File: config.mk
export PLATFORM = sky130hd
export DESIGN_NAME = device_timestamp_unwrap_and_host_map_unit_flat
export DESIGN_NICKNAME = d
export VERILOG_FILES = /design/src/hdl/dtu_pkg.sv /design/src/hdl/dtu_in_if.sv /design/src/hdl/dtu_out_if.sv /design/src/hdl/device_timestamp_unwrap_and_host_map_unit.sv /design/src/hdl/dtu_front.sv /design/src/hdl/dtu_queue.sv /design/src/hdl/dtu_back.sv /design/src/flat_wrapper.sv
export SDC_FILE = /design/constraint.sdc
export NUM_CORES = 2
export LEC_CHECK = 0
export BUFFER_PORTS_ARGS = -buffer_cell sky130_fd_sc_hd__buf_2
export CELL_PAD_IN_SITES_DETAIL_PLACEMENT = 1
export CELL_PAD_IN_SITES_GLOBAL_PLACEMENT = 1
export CORE_MARGIN = 5
export CORE_UTILIZATION = 45
export DETAILED_ROUTE_END_ITERATION = 6
export PLACE_DENSITY = 0.81
export SLEW_MARGIN = 20
export SYNTH_ARGS = -nofsm -noshare
export SYNTH_HDL_FRONTEND = slang
export SYNTH_HIERARCHICAL = 1
export SYNTH_SLANG_ARGS = --single-unit
File: constraint.sdc
create_clock -name clk -period 17.1 [get_ports clk]
set_input_delay 2.565 -clock clk [delete_from_list [all_inputs] [get_ports clk]]
set_output_delay 2.565 -clock clk [all_outputs]
set_load 0.02 [all_outputs]
File: src/hdl/dtu_pkg.sv
`default_nettype none

package dtu_pkg;

  localparam int unsigned HOST_W     = 63;
  localparam int unsigned DEV_W      = 32;
  localparam int unsigned DELAY_W    = 32;
  localparam int unsigned WRAP_W     = 31;
  localparam int unsigned NS_W       = 64;
  localparam int unsigned CFG_W      = 32;
  localparam int unsigned CFG_IDX_W  = 2;
  // sample_lag_us * 1000 stays below 2^42
  localparam int unsigned DELAY_NS_W = 42;

  localparam int unsigned Q_DEPTH = 4;
  localparam int unsigned Q_PTR_W = 2;
  localparam int unsigned Q_CNT_W = 3;

  localparam logic [WRAP_W-1:0] WRAP_MAX = '1;

  localparam logic [CFG_W-1:0] RST_MAX_STEP_US   = 32'd5_000_000;
  localparam logic [CFG_W-1:0] RST_MAX_DRIFT_NS  = 32'd250_000_000;
  localparam logic [CFG_W-1:0] RST_MAX_PAST_NS   = 32'd1_000_000_000;
  localparam logic [CFG_W-1:0] RST_MAX_FUTURE_NS = 32'd50_000_000;

  typedef enum logic [CFG_IDX_W-1:0] {
    CFG_MAX_STEP   = 2'd0,
    CFG_MAX_DRIFT  = 2'd1,
    CFG_MAX_PAST   = 2'd2,
    CFG_MAX_FUTURE = 2'd3
  } cfg_idx_e;

  typedef struct packed {
    logic [HOST_W-1:0]  host_time_ns;
    logic               device_time_valid;
    logic [DEV_W-1:0]   device_time_us;
    logic               delay_valid;
    logic [DELAY_W-1:0] sample_lag_us;
  } in_word_t;

  typedef struct packed {
    logic signed [NS_W-1:0] mapped_time_ns;
    logic                   used_device_clock;
    logic                   first_anchor;
    logic                   offset_reanchored;
    logic                   wrap_or_reset_seen;
    logic                   implausible_rejected;
  } out_word_t;

  typedef struct packed {
    logic [CFG_W-1:0] max_normal_step_us;
    logic [CFG_W-1:0] max_offset_drift_ns;
    logic [CFG_W-1:0] max_past_skew_ns;
    logic [CFG_W-1:0] max_future_skew_ns;
  } cfg_t;

  // classified word handed from the front to the back
  typedef struct packed {
    logic [HOST_W-1:0]     host;
    logic                  dev_valid;
    logic [WRAP_W-1:0]     wrap_hi;
    logic [DEV_W-1:0]      dev_us;
    logic [DELAY_NS_W-1:0] delay_ns;
    logic                  first;
    logic                  wrap_seen;
    logic                  force_anchor;
  } q_entry_t;

  // x * 1000 modulo 2^64, as 1024 - 16 - 8
  function automatic logic [NS_W-1:0] mul_1000(input logic [NS_W-1:0] x);
    mul_1000 = (x << 10) - (x << 4) - (x << 3);
  endfunction

endpackage

`default_nettype wire

File: src/hdl/dtu_in_if.sv
`default_nettype none

interface dtu_in_if;
  import dtu_pkg::*;
  logic     valid;
  logic     ready;
  in_word_t data;
  modport source (output valid, output data, input ready);
  modport sink (input valid, input data, output ready);
endinterface

`default_nettype wire

File: src/hdl/dtu_out_if.sv
`default_nettype none

interface dtu_out_if;
  import dtu_pkg::*;
  logic      valid;
  logic      ready;
  out_word_t data;
  modport source (output valid, output data, input ready);
  modport sink (input valid, input data, output ready);
endinterface

`default_nettype wire

File: src/hdl/device_timestamp_unwrap_and_host_map_unit.sv
// Maps sensor packets onto host nanoseconds. Each word on pkt yields exactly one word on res,
// in order. Words with a device stamp extend the 32-bit microsecond counter by a saturating
// wrap count, re-anchor the device-to-host offset on a timeline reset, on offset drift or on
// a past/future skew violation, and report what happened in the flag fields; words without
// one get host time minus the sample delay. Throughput is one word per clock while res is
// ready: the front classifies a word in the cycle it is taken, and the back holds the offset
// loop in a single stage, so the offset of one word is ready for the next. From accept, the
// word lands in the queue at the accepting edge, then passes the offset precompute and the
// result register before res.valid rises. A four-entry queue separates the two sides; with
// res stalled, up to six words wait (four queued, one in each back stage) before pkt.ready
// drops. Write the configuration registers only while no word is in flight.
`default_nettype none

module device_timestamp_unwrap_and_host_map_unit (
  input  wire logic                              clk,
  input  wire logic                              rst,
  dtu_in_if.sink                                 pkt,
  dtu_out_if.source                              res,
  input  wire logic                              cfg_we,
  input  wire logic [dtu_pkg::CFG_IDX_W-1:0]     cfg_index,
  input  wire logic [dtu_pkg::CFG_W-1:0]         cfg_data
);
  import dtu_pkg::*;

  cfg_t     cfg;
  logic     q_push;
  logic     q_full;
  logic     q_pop;
  logic     q_not_empty;
  q_entry_t q_wdata;
  q_entry_t q_rdata;

  // configuration registers; hold between writes
  always_ff @(posedge clk) begin
    if (rst) begin
      cfg.max_normal_step_us  <= RST_MAX_STEP_US;
      cfg.max_offset_drift_ns <= RST_MAX_DRIFT_NS;
      cfg.max_past_skew_ns    <= RST_MAX_PAST_NS;
      cfg.max_future_skew_ns  <= RST_MAX_FUTURE_NS;
    end else if (cfg_we) begin
      case (cfg_idx_e'(cfg_index))
        CFG_MAX_STEP:   cfg.max_normal_step_us  <= cfg_data;
        CFG_MAX_DRIFT:  cfg.max_offset_drift_ns <= cfg_data;
        CFG_MAX_PAST:   cfg.max_past_skew_ns    <= cfg_data;
        CFG_MAX_FUTURE: cfg.max_future_skew_ns  <= cfg_data;
        default: ;
      endcase
    end
  end

  // front: unwrap the device counter, flag wraps and timeline resets
  dtu_front u_front (
    .clk         (clk),
    .rst         (rst),
    .pkt         (pkt),
    .max_step_us (cfg.max_normal_step_us),
    .q_full      (q_full),
    .q_push      (q_push),
    .q_wdata     (q_wdata)
  );

  // short queue so either side can stall on its own
  dtu_queue u_queue (
    .clk       (clk),
    .rst       (rst),
    .push      (q_push),
    .wdata     (q_wdata),
    .full      (q_full),
    .pop       (q_pop),
    .not_empty (q_not_empty),
    .rdata     (q_rdata)
  );

  // back: offset tracking, drift and skew checks, result register
  dtu_back u_back (
    .clk         (clk),
    .rst         (rst),
    .cfg         (cfg),
    .q_not_empty (q_not_empty),
    .q_rdata     (q_rdata),
    .q_pop       (q_pop),
    .res         (res)
  );

  // a host-only word carries no flags
  assert property (@(posedge clk) disable iff (rst)
    res.valid && !res.data.used_device_clock |->
      !(res.data.first_anchor || res.data.offset_reanchored ||
        res.data.wrap_or_reset_seen || res.data.implausible_rejected))
    else $error("flags set on a word without device time");

  // first anchoring and skew rejection both recompute the offset
  assert property (@(posedge clk) disable iff (rst)
    res.valid && (res.data.first_anchor || res.data.implausible_rejected) |->
      res.data.offset_reanchored)
    else $error("anchor event without offset recompute");

  // hold the result word while res is stalled
  assert property (@(posedge clk) disable iff (rst)
    res.valid && !res.ready |=> res.valid && $stable(res.data))
    else $error("result word changed while stalled");

endmodule

`default_nettype wire

File: src/hdl/dtu_front.sv
`default_nettype none

module dtu_front (
  input  wire logic                            clk,
  input  wire logic                            rst,
  dtu_in_if.sink                               pkt,
  input  wire logic [dtu_pkg::CFG_W-1:0]       max_step_us,
  input  wire logic                            q_full,
  output logic                                 q_push,
  output dtu_pkg::q_entry_t                    q_wdata
);
  import dtu_pkg::*;

  logic              anchored;
  logic [DEV_W-1:0]  last_dev;
  logic [WRAP_W-1:0] wrap_count;

  logic [DEV_W-1:0]  dev;
  logic [DEV_W-1:0]  last_eff;
  logic [WRAP_W-1:0] wc_eff;
  logic [WRAP_W-1:0] wrap_count_next;
  logic [DEV_W-1:0]  fwd_step;
  logic [DEV_W:0]    back_step;
  logic              first;
  logic              wrap_seen;
  logic              force_anchor;
  logic [NS_W-1:0]   delay_full;

  assign dev = pkt.data.device_time_us;

  // extend the raw counter against the last device stamp
  always_comb begin
    first           = !anchored;
    last_eff        = anchored ? last_dev : dev;
    wc_eff          = anchored ? wrap_count : '0;
    fwd_step        = dev - last_eff;
    back_step       = {1'b1, dev} - {1'b0, last_eff};
    wrap_seen       = 1'b0;
    force_anchor    = first;
    wrap_count_next = wc_eff;
    if (dev >= last_eff) begin
      if (fwd_step > max_step_us) begin
        wrap_count_next = '0;
        wrap_seen       = 1'b1;
        force_anchor    = 1'b1;
      end
    end else if (back_step <= {1'b0, max_step_us}) begin
      if (wc_eff != WRAP_MAX) wrap_count_next = wc_eff + 1'b1;
      wrap_seen = 1'b1;
    end else begin
      wrap_count_next = '0;
      wrap_seen       = 1'b1;
      force_anchor    = 1'b1;
    end
  end

  assign delay_full = mul_1000({{(NS_W-DELAY_W){1'b0}}, pkt.data.sample_lag_us});

  assign pkt.ready = !q_full;
  assign q_push    = pkt.valid && !q_full;

  always_comb begin
    q_wdata.host         = pkt.data.host_time_ns;
    q_wdata.dev_valid    = pkt.data.device_time_valid;
    q_wdata.wrap_hi      = wrap_count_next;
    q_wdata.dev_us       = dev;
    q_wdata.delay_ns     = pkt.data.delay_valid ? delay_full[DELAY_NS_W-1:0] : '0;
    q_wdata.first        = pkt.data.device_time_valid && first;
    q_wdata.wrap_seen    = pkt.data.device_time_valid && wrap_seen;
    q_wdata.force_anchor = pkt.data.device_time_valid && force_anchor;
  end

  always_ff @(posedge clk) begin
    if (rst) begin
      anchored   <= 1'b0;
      last_dev   <= '0;
      wrap_count <= '0;
    end else if (q_push && pkt.data.device_time_valid) begin
      anchored   <= 1'b1;
      last_dev   <= dev;
      wrap_count <= wrap_count_next;
    end
  end

endmodule

`default_nettype wire

File: src/hdl/dtu_queue.sv
`default_nettype none

module dtu_queue (
  input  wire logic              clk,
  input  wire logic              rst,
  input  wire logic              push,
  input  wire dtu_pkg::q_entry_t wdata,
  output logic                   full,
  input  wire logic              pop,
  output logic                   not_empty,
  output dtu_pkg::q_entry_t      rdata
);
  import dtu_pkg::*;

  q_entry_t           slots [Q_DEPTH];
  logic [Q_PTR_W-1:0] wr_ptr;
  logic [Q_PTR_W-1:0] rd_ptr;
  logic [Q_CNT_W-1:0] count;

  assign full      = (count == Q_CNT_W'(Q_DEPTH));
  assign not_empty = (count != '0);
  assign rdata     = slots[rd_ptr];

  always_ff @(posedge clk) begin
    if (push) slots[wr_ptr] <= wdata;
  end

  always_ff @(posedge clk) begin
    if (rst) begin
      wr_ptr <= '0;
      rd_ptr <= '0;
      count  <= '0;
    end else begin
      if (push) wr_ptr <= wr_ptr + 1'b1;
      if (pop) rd_ptr <= rd_ptr + 1'b1;
      case ({push, pop})
        2'b10:   count <= count + 1'b1;
        2'b01:   count <= count - 1'b1;
        default: count <= count;
      endcase
    end
  end

endmodule

`default_nettype wire

File: src/hdl/dtu_back.sv
`default_nettype none

module dtu_back (
  input  wire logic              clk,
  input  wire logic              rst,
  input  wire dtu_pkg::cfg_t     cfg,
  input  wire logic              q_not_empty,
  input  wire dtu_pkg::q_entry_t q_rdata,
  output logic                   q_pop,
  dtu_out_if.source              res
);
  import dtu_pkg::*;

  // stage A: fresh offset F and F + delay
  logic                  a_valid;
  logic [HOST_W-1:0]     a_host;
  logic                  a_dev_valid;
  logic [NS_W-1:0]       a_f;
  logic [NS_W-1:0]       a_g;
  logic [DELAY_NS_W-1:0] a_d;
  logic                  a_first;
  logic                  a_wrap;
  logic                  a_force;

  // stage B: offset loop and result word
  logic                  b_valid;
  out_word_t             b_word;
  logic [NS_W-1:0]       clock_offset;

  logic                  adv_b;
  logic                  adv_a;
  logic [NS_W-1:0]       ext_ns;
  logic [NS_W-1:0]       f_new;

  logic [NS_W-1:0]        e_diff;
  logic [NS_W-1:0]        h_diff;
  logic                   drift_fail;
  logic                   use_f;
  logic                   rej;
  logic                   take_f;
  logic [NS_W-1:0]        hdelta;
  logic signed [NS_W-1:0] drift_pos;
  logic signed [NS_W-1:0] drift_neg;
  logic signed [NS_W-1:0] past_pos;
  logic signed [NS_W-1:0] fut_neg;
  out_word_t              b_word_next;

  assign adv_b = !b_valid || res.ready;
  assign adv_a = !a_valid || adv_b;
  assign q_pop = q_not_empty && adv_a;

  assign ext_ns = mul_1000({1'b0, q_rdata.wrap_hi, q_rdata.dev_us});
  assign f_new  = {1'b0, q_rdata.host} - ext_ns;

  always_ff @(posedge clk) begin
    if (adv_a) begin
      a_host      <= q_rdata.host;
      a_dev_valid <= q_rdata.dev_valid;
      a_f         <= f_new;
      a_g         <= f_new + {{(NS_W-DELAY_NS_W){1'b0}}, q_rdata.delay_ns};
      a_d         <= q_rdata.delay_ns;
      a_first     <= q_rdata.first;
      a_wrap      <= q_rdata.wrap_seen;
      a_force     <= q_rdata.force_anchor;
    end
  end

  assign drift_pos = $signed({{(NS_W-CFG_W){1'b0}}, cfg.max_offset_drift_ns});
  assign drift_neg = $signed(NS_W'(0) - {{(NS_W-CFG_W){1'b0}}, cfg.max_offset_drift_ns});
  assign past_pos  = $signed({{(NS_W-CFG_W){1'b0}}, cfg.max_past_skew_ns});
  assign fut_neg   = $signed(NS_W'(0) - {{(NS_W-CFG_W){1'b0}}, cfg.max_future_skew_ns});

  // with the offset at F the lag reduces to the delay; otherwise it is G - offset
  always_comb begin
    e_diff     = a_f - clock_offset;
    h_diff     = a_g - clock_offset;
    drift_fail = !a_force &&
                 (($signed(e_diff) > drift_pos) || ($signed(e_diff) < drift_neg));
    use_f      = a_force || drift_fail;
    if (use_f) begin
      rej = ({{(DELAY_NS_W-CFG_W){1'b0}}, cfg.max_past_skew_ns} < a_d);
    end else begin
      rej = ($signed(h_diff) > past_pos) || ($signed(h_diff) < fut_neg);
    end
    take_f = use_f || rej;
    if (!a_dev_valid || take_f) begin
      hdelta = {{(NS_W-DELAY_NS_W){1'b0}}, a_d};
    end else begin
      hdelta = h_diff;
    end
    b_word_next.mapped_time_ns       = $signed({1'b0, a_host} - hdelta);
    b_word_next.used_device_clock    = a_dev_valid;
    b_word_next.first_anchor         = a_dev_valid && a_first;
    b_word_next.offset_reanchored    = a_dev_valid && (take_f || a_first);
    b_word_next.wrap_or_reset_seen   = a_dev_valid && a_wrap;
    b_word_next.implausible_rejected = a_dev_valid && rej;
  end

  always_ff @(posedge clk) begin
    if (adv_b && a_valid) b_word <= b_word_next;
  end

  always_ff @(posedge clk) begin
    if (rst) begin
      a_valid      <= 1'b0;
      b_valid      <= 1'b0;
      clock_offset <= '0;
    end else begin
      if (adv_a) a_valid <= q_not_empty;
      if (adv_b) b_valid <= a_valid;
      if (adv_b && a_valid && a_dev_valid && take_f) clock_offset <= a_f;
    end
  end

  assign res.valid = b_valid;
  assign res.data  = b_word;

endmodule

`default_nettype wire

File: src/flat_wrapper.sv
// flat-port wrapper written by rule: the top's interface ports become plain ports
module device_timestamp_unwrap_and_host_map_unit_flat import dtu_pkg::*;
  (clk, rst, cfg_we, cfg_index, cfg_data, pkt_valid, pkt_data, pkt_ready, res_valid, res_data, res_ready);
  dtu_in_if pkt_i ();
  dtu_out_if res_i ();
  input  wire logic clk;
  input  wire logic rst;
  input  wire logic cfg_we;
  input  wire logic [dtu_pkg::CFG_IDX_W-1:0] cfg_index;
  input  wire logic [dtu_pkg::CFG_W-1:0] cfg_data;
  input wire logic [$bits(pkt_i.valid)-1:0] pkt_valid;
  input wire logic [$bits(pkt_i.data)-1:0] pkt_data;
  output wire logic [$bits(pkt_i.ready)-1:0] pkt_ready;
  output wire logic [$bits(res_i.valid)-1:0] res_valid;
  output wire logic [$bits(res_i.data)-1:0] res_data;
  input wire logic [$bits(res_i.ready)-1:0] res_ready;
  assign pkt_i.valid = pkt_valid;
  assign pkt_i.data = pkt_data;
  assign pkt_ready = pkt_i.ready;
  assign res_valid = res_i.valid;
  assign res_data = res_i.data;
  assign res_i.ready = res_ready;
  device_timestamp_unwrap_and_host_map_unit u_core (.clk(clk), .rst(rst), .pkt(pkt_i), .res(res_i), .cfg_we(cfg_we), .cfg_index(cfg_index), .cfg_data(cfg_data));
endmodule
==> impl_metrics.yaml <==
yosys:
  yosys_warnings: 6
  syn_area_sq_um: 79300
  syn_area_per_cell_sq_um: 11.1
  synth_cells: 7175
timing:
  final-setup-viol-count: 0
  drv_slew: 0
  relSlewSlack_pct: 23.1
  fin_crit_ps: 12090
  period_share_pct: 70.7
  fmaxAchievable_ghz: 0.0827
  hold_violations: 0
  fin_tns_setup_ps: 0
  rsz0062_at_grt: "no"
  fin_skew_ps: 55.9
  worst_pin_slew_ps: 1150
critical_path:
  crit_type: "flip-flop to flip-flop"
  worst-path-stages: 45
  path_buf_inv: 5
  cp.arrival_ps: 12610
  path_max_fanout: 18
  r2r-end: "u_core/u_back/res.data[67]$_DFFE_PP_"
  endpoint_kind: "flip-flop"
  critPathMaxStageDelay_ps: 540
  worstSetupStartpointType: "flip-flop"
  cp-endpoint: "u_core/u_back/res.data[67]$_DFFE_PP_"
  crit_required_ps: 17620
  ff2ff_setup_slack_ps: 5010
  cp_top_family: "compound AO/OA/AOI/OAI gates"
  rr_startpoint: "u_core/u_back/a_host[0]$_DFFE_PN_"
  crit_top_cell: "a21o_1"
  crit_path_top_delay_cell: "or4_1"
  rr_worst_depth: 45
  crit_start: "u_core/u_back/a_host[0]$_DFFE_PN_"
drt:
  drtAntennaViolNets: 0
  drt-vias-per-instance: 6.09
  drt_iter0_drc: 5090
  vias: 59311
  first_pass_iters: 5
  wire_per_inst_microns: 27.4
  wl_microns: 267000
  drc: 0
clock_tree:
  hold_buffers: 0
  cts_buffers: 142
  ctsRootBufferMaster: "clkbuf_16"
  htreeDepth: 4
  post_cts_buffers: 0
  cts-resized-gates: 0
  cts_tree: "done"
  insertion_delay_ps: 830
  cts_max_path_buffers: 3
  cts.sinks: 1251
  path_clk_slew_ps: 60
floorplan:
  die_h_microns: 430
  dieArea_sq_um: 185000
  core_sq_um: 176000
  rows: 154
  initial_core_util_pct: 45.1
  io_pins: 239
  die_w_microns: 430
global_routing:
  grt-ovfl-total: 0
  grtUsageMet1_pct: 36.3
  antenna_found_initial: 29
  top_usage_layer: "met2"
  grt_first_pass_wirelength_microns: 396000
  use_met2_pct: 46.4
  first_global_vias: 62523
  grt_usage_pct: 28.2
  grt_max_degree: 127
  met3_usage_pct: 4.55
flow_run:
  cap_violations: 0
min_path:
  min_path_type: "flip-flop to flip-flop"
place:
  gp_congestion: 0.942
  dp_hpwl_microns: 203000
  port_buffers: 238
status:
  status: "complete, no violations"
cells_and_area:
  layout-drive-gt1-share_pct: 10.2
  layout.nets: 8218
  area_growth_syn_to_layout_pct: 9.38
==> metrics by stage <==
stage / utilization (%) / hold slack (ps) / cells / instance area, sq um / setup slack [ps]
after CTS: 49.3 / 458 / 9725 / 86700 / 4820
after detailed placement: 46.6 / 449 / 9462 / 82000 / 4900
after global routing: 49.4 / 478 / 9729 / 86700 / 4570
after global placement: 46.6 / 441 / 9462 / 82000 / 5150
final: 49.4 / 458 / 9744 / 86800 / 5010
after floorplan: - / 436 / 7177 / 79300 / 5920
==> per-layer routing <==
metal / vias up / wire [microns]
li1: 26398 / -
met1: 30152 / 110000
met2: 2134 / 126000
met3: 613 / 16300
met4: 14 / 14800
met5: - / 80
==> final cells by class <==
class,count,area [sq um]
Clock buffer,180,3820
Antenna cell,18,45.0
Timing Repair Buffer,282,1570
Clock inverter,83,921
Sequential cell,1251,34900
Multi-Input combinational cell,5067,40600
Fill cell,18720,89000
Tap cell,2340,2930
Inverter,523,1960
==> cell usage in the layout, fill, tap and decap left out, types with 29 or more instances in the layout <==
cell	instances
a31oi_1	55
a21oi_1	511
ha_1	639
inv_1	523
a211oi_1	39
clkbuf_16	145
o21ai_0	286
buf_2	238
dfxtp_1	264
xnor2_1	286
mux4_2	170
and3_1	46
nor4_1	51
o21bai_1	44
a21o_1	226
xor2_1	163
mux2i_1	270
edfxtp_1	984
clkbuf_1	29
nand3_1	120
nand4_1	137
buf_4	40
nor2b_1	54
nor2_1	391
nand2b_1	293
o21a_1	70
fa_1	144
nor3_1	106
and2_1	70
nand2_1	466
==> worst min-delay path, stage by stage, from the launching register on <==
cell and delay, ps:
dfxtp_1 310, nand2_1 50, a21oi_1 50
==> how the worst min path moves through the flow <==
stage	from	end	slack, ps	depth (start not counted)
after floorplan	u_core/u_front/last_dev[10]$_SDFFE_PP0P_	u_core/u_front/last_dev[10]$_SDFFE_PP0P_	440	2
after global placement	u_core/u_front/last_dev[31]$_SDFFE_PP0P_	u_core/u_front/last_dev[31]$_SDFFE_PP0P_	440	2
after detailed placement	u_core/u_front/last_dev[14]$_SDFFE_PP0P_	u_core/u_front/last_dev[14]$_SDFFE_PP0P_	450	2
after CTS	u_core/u_front/last_dev[14]$_SDFFE_PP0P_	u_core/u_front/last_dev[14]$_SDFFE_PP0P_	460	2
after global routing	u_core/u_front/last_dev[7]$_SDFFE_PP0P_	u_core/u_front/last_dev[7]$_SDFFE_PP0P_	480	2
final	u_core/u_front/last_dev[14]$_SDFFE_PP0P_	u_core/u_front/last_dev[14]$_SDFFE_PP0P_	460	2
==> sequential cells by signal (all words and copies together), names as in the netlist, 2 cells and up, named ones only <==
register                    flops
u_core/u_back/a_host           63
u_core/u_back/a_d              42
u_core/u_queue/count            3
u_core/cfg                    128
u_core/u_queue/rd_ptr           2
u_core/u_back/a_f              62
u_core/u_back/clock_offset     64
u_core/u_front/wrap_count      31
u_core/u_back/res.data         69
u_core/u_queue/slots          680
u_core/u_back/a_g              64
u_core/u_front/last_dev        32
u_core/u_queue/wr_ptr           2
Power is left out: the tool's default activity adds up to more than one toggle a clock period on the data nets, which glitch-free logic cannot reach.
